===== config.mk =====
export PLATFORM = sky130hd
export DESIGN_NAME = base64_stream_encoder
export DESIGN_NICKNAME = d
export VERILOG_FILES = /design/src/design/b64e_pkg.sv /design/src/design/base64_stream_encoder.sv /design/src/design/b64e_front.sv /design/src/design/b64e_queue.sv /design/src/design/b64e_back.sv
export VERILOG_INCLUDE_DIRS = /design/src /design/src/design
export SDC_FILE = /design/constraint.sdc
export NUM_CORES = 1
export LEC_CHECK = 0
export ABC_CLOCK_PERIOD_IN_PS = 7430
export BUFFER_PORTS_ARGS = -buffer_cell sky130_fd_sc_hd__buf_4
export CAP_MARGIN = 20
export CORE_MARGIN = 2
export CORE_UTILIZATION = 50
export DETAILED_ROUTE_END_ITERATION = 10
export PLACE_DENSITY = 0.74
export SKIP_CTS_REPAIR_TIMING = 1
export SYNTH_ARGS = -nofsm -noshare
export SYNTH_HDL_FRONTEND = slang
export SYNTH_SLANG_ARGS = --single-unit

===== constraint.sdc =====
create_clock -name aclk -period 7.43 [get_ports aclk]
set_clock_uncertainty 0.1 [all_clocks]
set_input_delay 1.486 -clock aclk [delete_from_list [all_inputs] [get_ports aclk]]
set_output_delay 1.486 -clock aclk [all_outputs]
set_load 0.05 [all_outputs]

===== src/design/assert_macros.svh =====
// Assertion helpers shared by the encoder modules.
`ifndef ASSERT_MACROS_SVH
`define ASSERT_MACROS_SVH

// The property must hold at every clock edge outside reset.
`define B64_ASSERT(label, clk, rstn, prop) \
    label: assert property (@(posedge clk) disable iff (!rstn) (prop)) \
        else $error("%m: assertion failed");

// The expression must never be true outside reset.
`define B64_NEVER(label, clk, rstn, expr) \
    label: assert property (@(posedge clk) disable iff (!rstn) !(expr)) \
        else $error("%m: forbidden condition seen");

`endif


===== src/design/b64e_pkg.sv =====
`timescale 1ns / 1ps

package b64e_pkg;

    // Depth of the job queue between front and back.
    localparam int QDEPTH = 2;
    localparam int QPTR_W = (QDEPTH > 1) ? $clog2(QDEPTH) : 1;
    localparam int QCNT_W = $clog2(QDEPTH + 1);

    // ASCII anchors of the alphabet.
    localparam logic [6:0] PAD_CHAR   = 7'h3D;
    localparam logic [6:0] UPPER_BASE = 7'h41;
    localparam logic [6:0] LOWER_BASE = 7'h47;
    localparam logic [6:0] DIGIT_DOWN = 7'h04;
    localparam logic [6:0] PLUS_CHAR  = 7'h2B;
    localparam logic [6:0] SLASH_CHAR = 7'h2F;

    // Group phases.
    localparam logic [1:0] PHASE_0 = 2'd0;
    localparam logic [1:0] PHASE_1 = 2'd1;
    localparam logic [1:0] PHASE_2 = 2'd2;

    // One classified byte: up to four characters, the index of the last one,
    // and whether the final character closes the message.
    typedef struct packed {
        logic [3:0][6:0] chars;
        logic [1:0]      last_idx;
        logic            fin;
    } job_t;

    // Map a six-bit value to its Base64 character.
    function automatic logic [6:0] sextet_char(input logic [5:0] v);
        logic [6:0] wide;
        wide = {1'b0, v};
        if (v < 6'd26) begin
            return UPPER_BASE + wide;
        end else if (v < 6'd52) begin
            return LOWER_BASE + wide;
        end else if (v < 6'd62) begin
            return wide - DIGIT_DOWN;
        end else if (v == 6'd62) begin
            return PLUS_CHAR;
        end else begin
            return SLASH_CHAR;
        end
    endfunction

endpackage


===== src/design/base64_stream_encoder.sv =====
`timescale 1ns / 1ps
// Channel   | Direction | Handshake          | Payload
// s_ (in)   | slave     | s_tvalid/s_tready  | s_tdata[7:0] data_byte, s_tlast final_byte
// m_ (out)  | master    | m_tvalid/m_tready  | m_tdata[6:0] char_code, m_tlast last_char
//
// The output emits one character per cycle while m_tready is high; a byte is
// classified combinationally as it is accepted, and its one to four characters
// leave in turn from the output register, four for a full group of three bytes.
// A two-entry job queue accepts input while output is stalled, until it is full.
// Reset is synchronous and active low; it clears the group phase and all control.
// No clearing pass is needed after reset.

module base64_stream_encoder (
    input  logic       aclk,
    input  logic       aresetn,
    input  logic       s_tvalid,
    output logic       s_tready,
    input  logic [7:0] s_tdata,   // [7:0] data_byte
    input  logic       s_tlast,   // final_byte
    output logic       m_tvalid,
    input  logic       m_tready,
    output logic [7:0] m_tdata,   // [6:0] char_code, [7] zero
    output logic       m_tlast    // last_char
);
    import b64e_pkg::*;

    logic       push_valid, push_ready;
    job_t       push_job, head_job;
    logic       head_valid, pop;
    logic [6:0] out_char;

    b64e_front u_front (
        .aclk       (aclk),
        .aresetn    (aresetn),
        .in_valid   (s_tvalid),
        .in_byte    (s_tdata),
        .in_fin     (s_tlast),
        .in_ready   (s_tready),
        .push_valid (push_valid),
        .push_job   (push_job),
        .push_ready (push_ready)
    );

    b64e_queue u_queue (
        .aclk       (aclk),
        .aresetn    (aresetn),
        .push_valid (push_valid),
        .push_job   (push_job),
        .push_ready (push_ready),
        .head_valid (head_valid),
        .head_job   (head_job),
        .pop        (pop)
    );

    b64e_back u_back (
        .aclk       (aclk),
        .aresetn    (aresetn),
        .head_valid (head_valid),
        .head_job   (head_job),
        .pop        (pop),
        .out_valid  (m_tvalid),
        .out_char   (out_char),
        .out_last   (m_tlast),
        .out_ready  (m_tready)
    );

    assign m_tdata = {1'b0, out_char};

endmodule


===== src/design/b64e_front.sv =====
`timescale 1ns / 1ps
`include "assert_macros.svh"

module b64e_front (
    input  logic           aclk,
    input  logic           aresetn,
    input  logic           in_valid,
    input  logic [7:0]     in_byte,
    input  logic           in_fin,
    output logic           in_ready,
    output logic           push_valid,
    output b64e_pkg::job_t push_job,
    input  logic           push_ready
);
    import b64e_pkg::*;

    logic [1:0] phase_reg, phase_next;
    logic [3:0] left_reg, left_next;
    logic       accept;

    assign in_ready   = push_ready;
    assign push_valid = in_valid;
    assign accept     = in_valid && push_ready;

    // Classify the byte by its place in the group and build its characters.
    always_comb begin
        push_job   = '0;
        phase_next = phase_reg;
        left_next  = left_reg;
        push_job.fin = in_fin;
        unique case (phase_reg)
            PHASE_1: begin
                push_job.chars[0] = sextet_char({left_reg[1:0], in_byte[7:4]});
                if (in_fin) begin
                    push_job.chars[1] = sextet_char({in_byte[3:0], 2'b00});
                    push_job.chars[2] = PAD_CHAR;
                    push_job.last_idx = 2'd2;
                    phase_next = PHASE_0;
                    left_next  = 4'd0;
                end else begin
                    push_job.last_idx = 2'd0;
                    phase_next = PHASE_2;
                    left_next  = in_byte[3:0];
                end
            end
            PHASE_2: begin
                push_job.chars[0] = sextet_char({left_reg, in_byte[7:6]});
                push_job.chars[1] = sextet_char(in_byte[5:0]);
                push_job.last_idx = 2'd1;
                phase_next = PHASE_0;
                left_next  = 4'd0;
            end
            default: begin
                push_job.chars[0] = sextet_char(in_byte[7:2]);
                if (in_fin) begin
                    push_job.chars[1] = sextet_char({in_byte[1:0], 4'b0000});
                    push_job.chars[2] = PAD_CHAR;
                    push_job.chars[3] = PAD_CHAR;
                    push_job.last_idx = 2'd3;
                    phase_next = PHASE_0;
                    left_next  = 4'd0;
                end else begin
                    push_job.last_idx = 2'd0;
                    phase_next = PHASE_1;
                    left_next  = {2'b00, in_byte[1:0]};
                end
            end
        endcase
    end

    // Group state advances only on an accepted item.
    always_ff @(posedge aclk) begin
        if (!aresetn) begin
            phase_reg <= PHASE_0;
            left_reg  <= 4'd0;
        end else if (accept) begin
            phase_reg <= phase_next;
            left_reg  <= left_next;
        end
    end

    // Phase three is never reached.
    `B64_NEVER(a_phase_legal, aclk, aresetn, phase_reg == 2'd3)

endmodule


===== src/design/b64e_queue.sv =====
`timescale 1ns / 1ps
`include "assert_macros.svh"

module b64e_queue (
    input  logic           aclk,
    input  logic           aresetn,
    input  logic           push_valid,
    input  b64e_pkg::job_t push_job,
    output logic           push_ready,
    output logic           head_valid,
    output b64e_pkg::job_t head_job,
    input  logic           pop
);
    import b64e_pkg::*;

    job_t              slot_reg [QDEPTH];
    logic [QPTR_W-1:0] wr_ptr_reg, rd_ptr_reg;
    logic [QCNT_W-1:0] count_reg;
    logic              do_push, do_pop;

    assign push_ready = (count_reg != QCNT_W'(QDEPTH));
    assign head_valid = (count_reg != '0);
    assign head_job   = slot_reg[rd_ptr_reg];
    assign do_push    = push_valid && push_ready;
    assign do_pop     = pop && head_valid;

    function automatic logic [QPTR_W-1:0] ptr_inc(input logic [QPTR_W-1:0] p);
        if (p == QPTR_W'(QDEPTH - 1)) begin
            return '0;
        end else begin
            return p + 1'b1;
        end
    endfunction

    // Pointers and fill count.
    always_ff @(posedge aclk) begin
        if (!aresetn) begin
            wr_ptr_reg <= '0;
            rd_ptr_reg <= '0;
            count_reg  <= '0;
        end else begin
            if (do_push) begin
                wr_ptr_reg <= ptr_inc(wr_ptr_reg);
            end
            if (do_pop) begin
                rd_ptr_reg <= ptr_inc(rd_ptr_reg);
            end
            if (do_push && !do_pop) begin
                count_reg <= count_reg + 1'b1;
            end else if (do_pop && !do_push) begin
                count_reg <= count_reg - 1'b1;
            end
        end
    end

    // Storage slots carry no reset.
    always_ff @(posedge aclk) begin
        if (do_push) begin
            slot_reg[wr_ptr_reg] <= push_job;
        end
    end

    `B64_NEVER(a_count_bound, aclk, aresetn, count_reg > QCNT_W'(QDEPTH))
    `B64_ASSERT(a_ptr_gap, aclk, aresetn,
        (count_reg == '0 || count_reg == QCNT_W'(QDEPTH)) || (wr_ptr_reg != rd_ptr_reg))

endmodule


===== src/design/b64e_back.sv =====
`timescale 1ns / 1ps
`include "assert_macros.svh"

module b64e_back (
    input  logic           aclk,
    input  logic           aresetn,
    input  logic           head_valid,
    input  b64e_pkg::job_t head_job,
    output logic           pop,
    output logic           out_valid,
    output logic [6:0]     out_char,
    output logic           out_last,
    input  logic           out_ready
);
    import b64e_pkg::*;

    job_t       job_reg, job_next;
    logic       busy_reg, busy_next;
    logic [1:0] idx_reg, idx_next;
    logic       ovalid_reg, ovalid_next;
    logic [6:0] ochar_reg, ochar_next;
    logic       olast_reg, olast_next;
    logic       load;

    assign out_valid = ovalid_reg;
    assign out_char  = ochar_reg;
    assign out_last  = olast_reg;
    assign load      = !ovalid_reg || out_ready;

    // Serialize the current job, or start the next one from the queue head.
    always_comb begin
        job_next    = job_reg;
        busy_next   = busy_reg;
        idx_next    = idx_reg;
        ovalid_next = ovalid_reg;
        ochar_next  = ochar_reg;
        olast_next  = olast_reg;
        pop         = 1'b0;
        if (load) begin
            if (busy_reg) begin
                ovalid_next = 1'b1;
                ochar_next  = job_reg.chars[idx_reg];
                olast_next  = job_reg.fin && (idx_reg == job_reg.last_idx);
                if (idx_reg == job_reg.last_idx) begin
                    busy_next = 1'b0;
                end else begin
                    idx_next = idx_reg + 2'd1;
                end
            end else if (head_valid) begin
                pop         = 1'b1;
                ovalid_next = 1'b1;
                ochar_next  = head_job.chars[0];
                olast_next  = head_job.fin && (head_job.last_idx == 2'd0);
                job_next    = head_job;
                if (head_job.last_idx != 2'd0) begin
                    busy_next = 1'b1;
                    idx_next  = 2'd1;
                end
            end else begin
                ovalid_next = 1'b0;
            end
        end
    end

    always_ff @(posedge aclk) begin
        if (!aresetn) begin
            busy_reg   <= 1'b0;
            idx_reg    <= 2'd0;
            ovalid_reg <= 1'b0;
        end else begin
            busy_reg   <= busy_next;
            idx_reg    <= idx_next;
            ovalid_reg <= ovalid_next;
        end
    end

    // Payload registers carry no reset.
    always_ff @(posedge aclk) begin
        job_reg   <= job_next;
        ochar_reg <= ochar_next;
        olast_reg <= olast_next;
    end

    // While a job is open its index points past the first char and not past the last.
    `B64_ASSERT(a_idx_range, aclk, aresetn,
        !busy_reg || (idx_reg != 2'd0 && idx_reg <= job_reg.last_idx))
    // No new job is taken while the current one is unfinished.
    `B64_NEVER(a_pop_idle, aclk, aresetn, pop && busy_reg)

endmodule

==> results.sh <==
export IMPL_outcome="finished clean"
export IMPL_reg2reg_from="u_front.left_reg[0]"
export IMPL_hold_violations=0
export IMPL_endpoint="u_queue.slot_reg[1][14]"
export IMPL_cpPeakStageDelay_ps=460
export IMPL_synthTopCellsByArea="edfxtp_1, ha_1, dfxtp_1"
export IMPL_core_um2=9770
export IMPL_finalCriticalPeriod_ps=3610
export IMPL_reg2reg_to="u_queue.slot_reg[1][5]"
export IMPL_cts_tree="yes"
export IMPL_finalMaxSlewViolations=0
export IMPL_cp_start_kind="primary input"
export IMPL_place_gp_congestion=0.988
export IMPL_avgSynthCellArea_um2=10.2
export IMPL_ff_latch_area_um2=2160
export IMPL_cp_end_kind="register"
export IMPL_layout_area_overhead_vs_synth_pct=7.51
export IMPL_antenna_left=0
export IMPL_maxCapViolations=0
export IMPL_grt_pass1_vias=3653
export IMPL_arrival_ps=3580
export IMPL_post_route_period_util_pct=48.6
export IMPL_finalPower_mw=1.55
export IMPL_synth_top_area_share_pct=37.1
export IMPL_yosysTopAreaCell="edfxtp_1"
export IMPL_worstPathMaxFanout=15
export IMPL_htree_levels=3
export IMPL_die_x_um=104
export IMPL_wl_per_cell_um=17.6
export IMPL_drc_errors=0
export IMPL_drt_first_iter_violations=267
export IMPL_multi_input_area_um2=2590
export IMPL_p_per_area_nw_per_um2=288
export IMPL_syn_nets=532
export IMPL_setup_viol=0
export IMPL_ff2ff_setup_slack_ps=4620
export IMPL_hold_path_class="reg2reg"
export IMPL_synth_xor_area_share_pct=4.02
export IMPL_leakage_nw=1.94
export IMPL_nFillCells=846
export IMPL_crit_path_top_delay_cell="nor2b_1"
export IMPL_synth_cells=493
export IMPL_hpwlAfterDp_um=8180
export IMPL_yosys_cell_types_count=74
export IMPL_synth_compound_area_share_pct=17.3
export IMPL_synth_edf_count=62
export IMPL_ff2ff_path_depth=7
export IMPL_firstDrtPassIters=5
export IMPL_relSlewSlack_pct=43.8
export IMPL_clkTransAtPathRegs_ps=90
export IMPL_initial_utilization_pct=51.3
export IMPL_die_area_um2=10800
export IMPL_rsz0062_at_grt="no"
export IMPL_worstSetupPathType="in2reg"
export IMPL_vias_per_cell=6.00
export IMPL_cts_buffers=9
export IMPL_synth_seq_area_share_pct=43.1
export IMPL_setup_slack_ps=3820
export IMPL_synth_simple_gate_area_share_pct=16.8
export IMPL_cpMostUsedCell="ha_1"
export IMPL_num_vias=3822
export IMPL_synth_flop_cell="edfxtp_1"
export IMPL_grt_max_degree=21
export IMPL_worst_slew_pin_slew_ps=843
export IMPL_track_usage_pct=21.2
export IMPL_die_y_um=104
export IMPL_cp_startpoint="s_tdata[1]"
export IMPL_nNetsFinal=538
export IMPL_clk_latency_ps=340
export IMPL_yosys_top_cells_count="edfxtp_1, nor2_1, nand2_1, ha_1, o21ai_0"
export IMPL_rows=36
export IMPL_tns_ps=0
export IMPL_crit_chain="buf_4 -> inv_1 -> ha_1 -> nor2b_1 -> xnor2_1 -> ha_1 -> a21oi_1 -> o221ai_1 -> nor3_1 -> nand4bb_1"
export IMPL_clockRootBuffer="clkbuf_8"
export IMPL_antenna_found_initial=0
export IMPL_ios=24
export IMPL_synthArstFlopShare_pct=0
export IMPL_drt_wl_total_um=11200
export IMPL_vdd_ir_drop_max_mv=0.197
export IMPL_cts_sinks=77
export IMPL_clock_tree_buffer_depth=2
export IMPL_yosys_warnings=0
export IMPL_synthAdderAreaFrac_pct=6.49
export IMPL_largest_reg_flops=36
export IMPL_synth_mux_area_share_pct=6.86
export IMPL_grt_pass1_wl_um=18700
export IMPL_pre_cts_ws_ps=3480
export IMPL_layout_drive_gt1_share_pct=15.1
export IMPL_port_buffers=22
export IMPL_yosysMostFrequentCell="edfxtp_1"
export IMPL_worst_ep_required_time_ps=7400
export IMPL_globalRouteOverflowTotal=0
export IMPL_max_freq_mhz=277
export IMPL_ys_ff_latch=77
export IMPL_syn_area_um2=5010
export IMPL_synth_top_family_by_area="compound AO/OA/AOI/OAI gates"
export IMPL_diodes=0
cells in the final DEF (no fill, tap or decap), types with 18 or more instances in the layout:
cell      count
inv_1        21
nor2_1       34
ha_1         26
buf_4        25
edfxtp_1     62
nand2_1      31
xnor2_1      18
a21oi_1      22
nand3_1      18
mux2_2       19
o21ai_0      26
report_power, final:
part           leakage [nW]  switching [mW]  internal [mW]
clock                 0.107           0.161          0.161
sequential            0.709          0.0713          0.634
combinational          1.12           0.329          0.198
final cells by class:
| cell class | count | share of cell area [%] |
|---|---|---|
| Timing Repair Buffer | 25 | 3.48 |
| Inverter | 22 | 1.53 |
| Clock buffer | 9 | 2.30 |
| Tap cell | 133 | 3.09 |
| Sequential cell | 77 | 40.1 |
| Clock inverter | 7 | 1.46 |
| Multi-Input combinational cell | 364 | 48.0 |
worst min path at each step:
stage	from	end	slack [ps]	cells after the start
after floorplan	u_queue.rd_ptr_reg	register	380	2
after global placement	u_queue.rd_ptr_reg	register	400	2
after detailed placement	u_queue.rd_ptr_reg	register	400	2
after CTS	u_queue.rd_ptr_reg	u_queue.rd_ptr_reg	430	2
after global routing	u_back.idx_reg[1]	u_back.idx_reg[1]	450	2
final	u_queue.count_reg[1]	u_queue.count_reg[1]	430	2
critical path: cells and delay by family:
kind	cells	cell delay, ps
buffers and inverters	2	300
AND/OR/NAND/NOR	3	740
AO/OA/AOI/OAI	2	310
adder cells (fa/ha/maj)	2	550
XOR/XNOR	1	180
per-stage QoR:
stage / util, % / std cells / hold WS [ps] / instance area, um2
2_1_floorplan: - / 493 / 381 / 5010
3_3_place_gp: 53.1 / 621 / 395 / 5190
3_5_place_dp: 53.1 / 621 / 400 / 5190
4_1_cts: 55.1 / 637 / 432 / 5390
5_1_grt: 55.1 / 637 / 451 / 5390
6_report: 55.1 / 637 / 428 / 5390
routing by layer:
layer / vias to the layer above / routed length [um] / global-route usage (%)
li1: 1846 / - / -
met3: 20 / 373 / 2.44
met5: - / 0 / 0
met4: 0 / 227 / 8.11
met1: 1853 / 5070 / 27.9
met2: 103 / 5540 / 35.9
cell families after synthesis:
family | Yosys count
and+or+nand+nor | 158
AOI/OAI and AO/OA | 125
DFF | 77
buffers and inverters | 52
muxes | 31
adders and majority gates | 26
xor gates and xnor gates | 23
other | 1
Note: power is estimated with default switching activity, not from simulation.
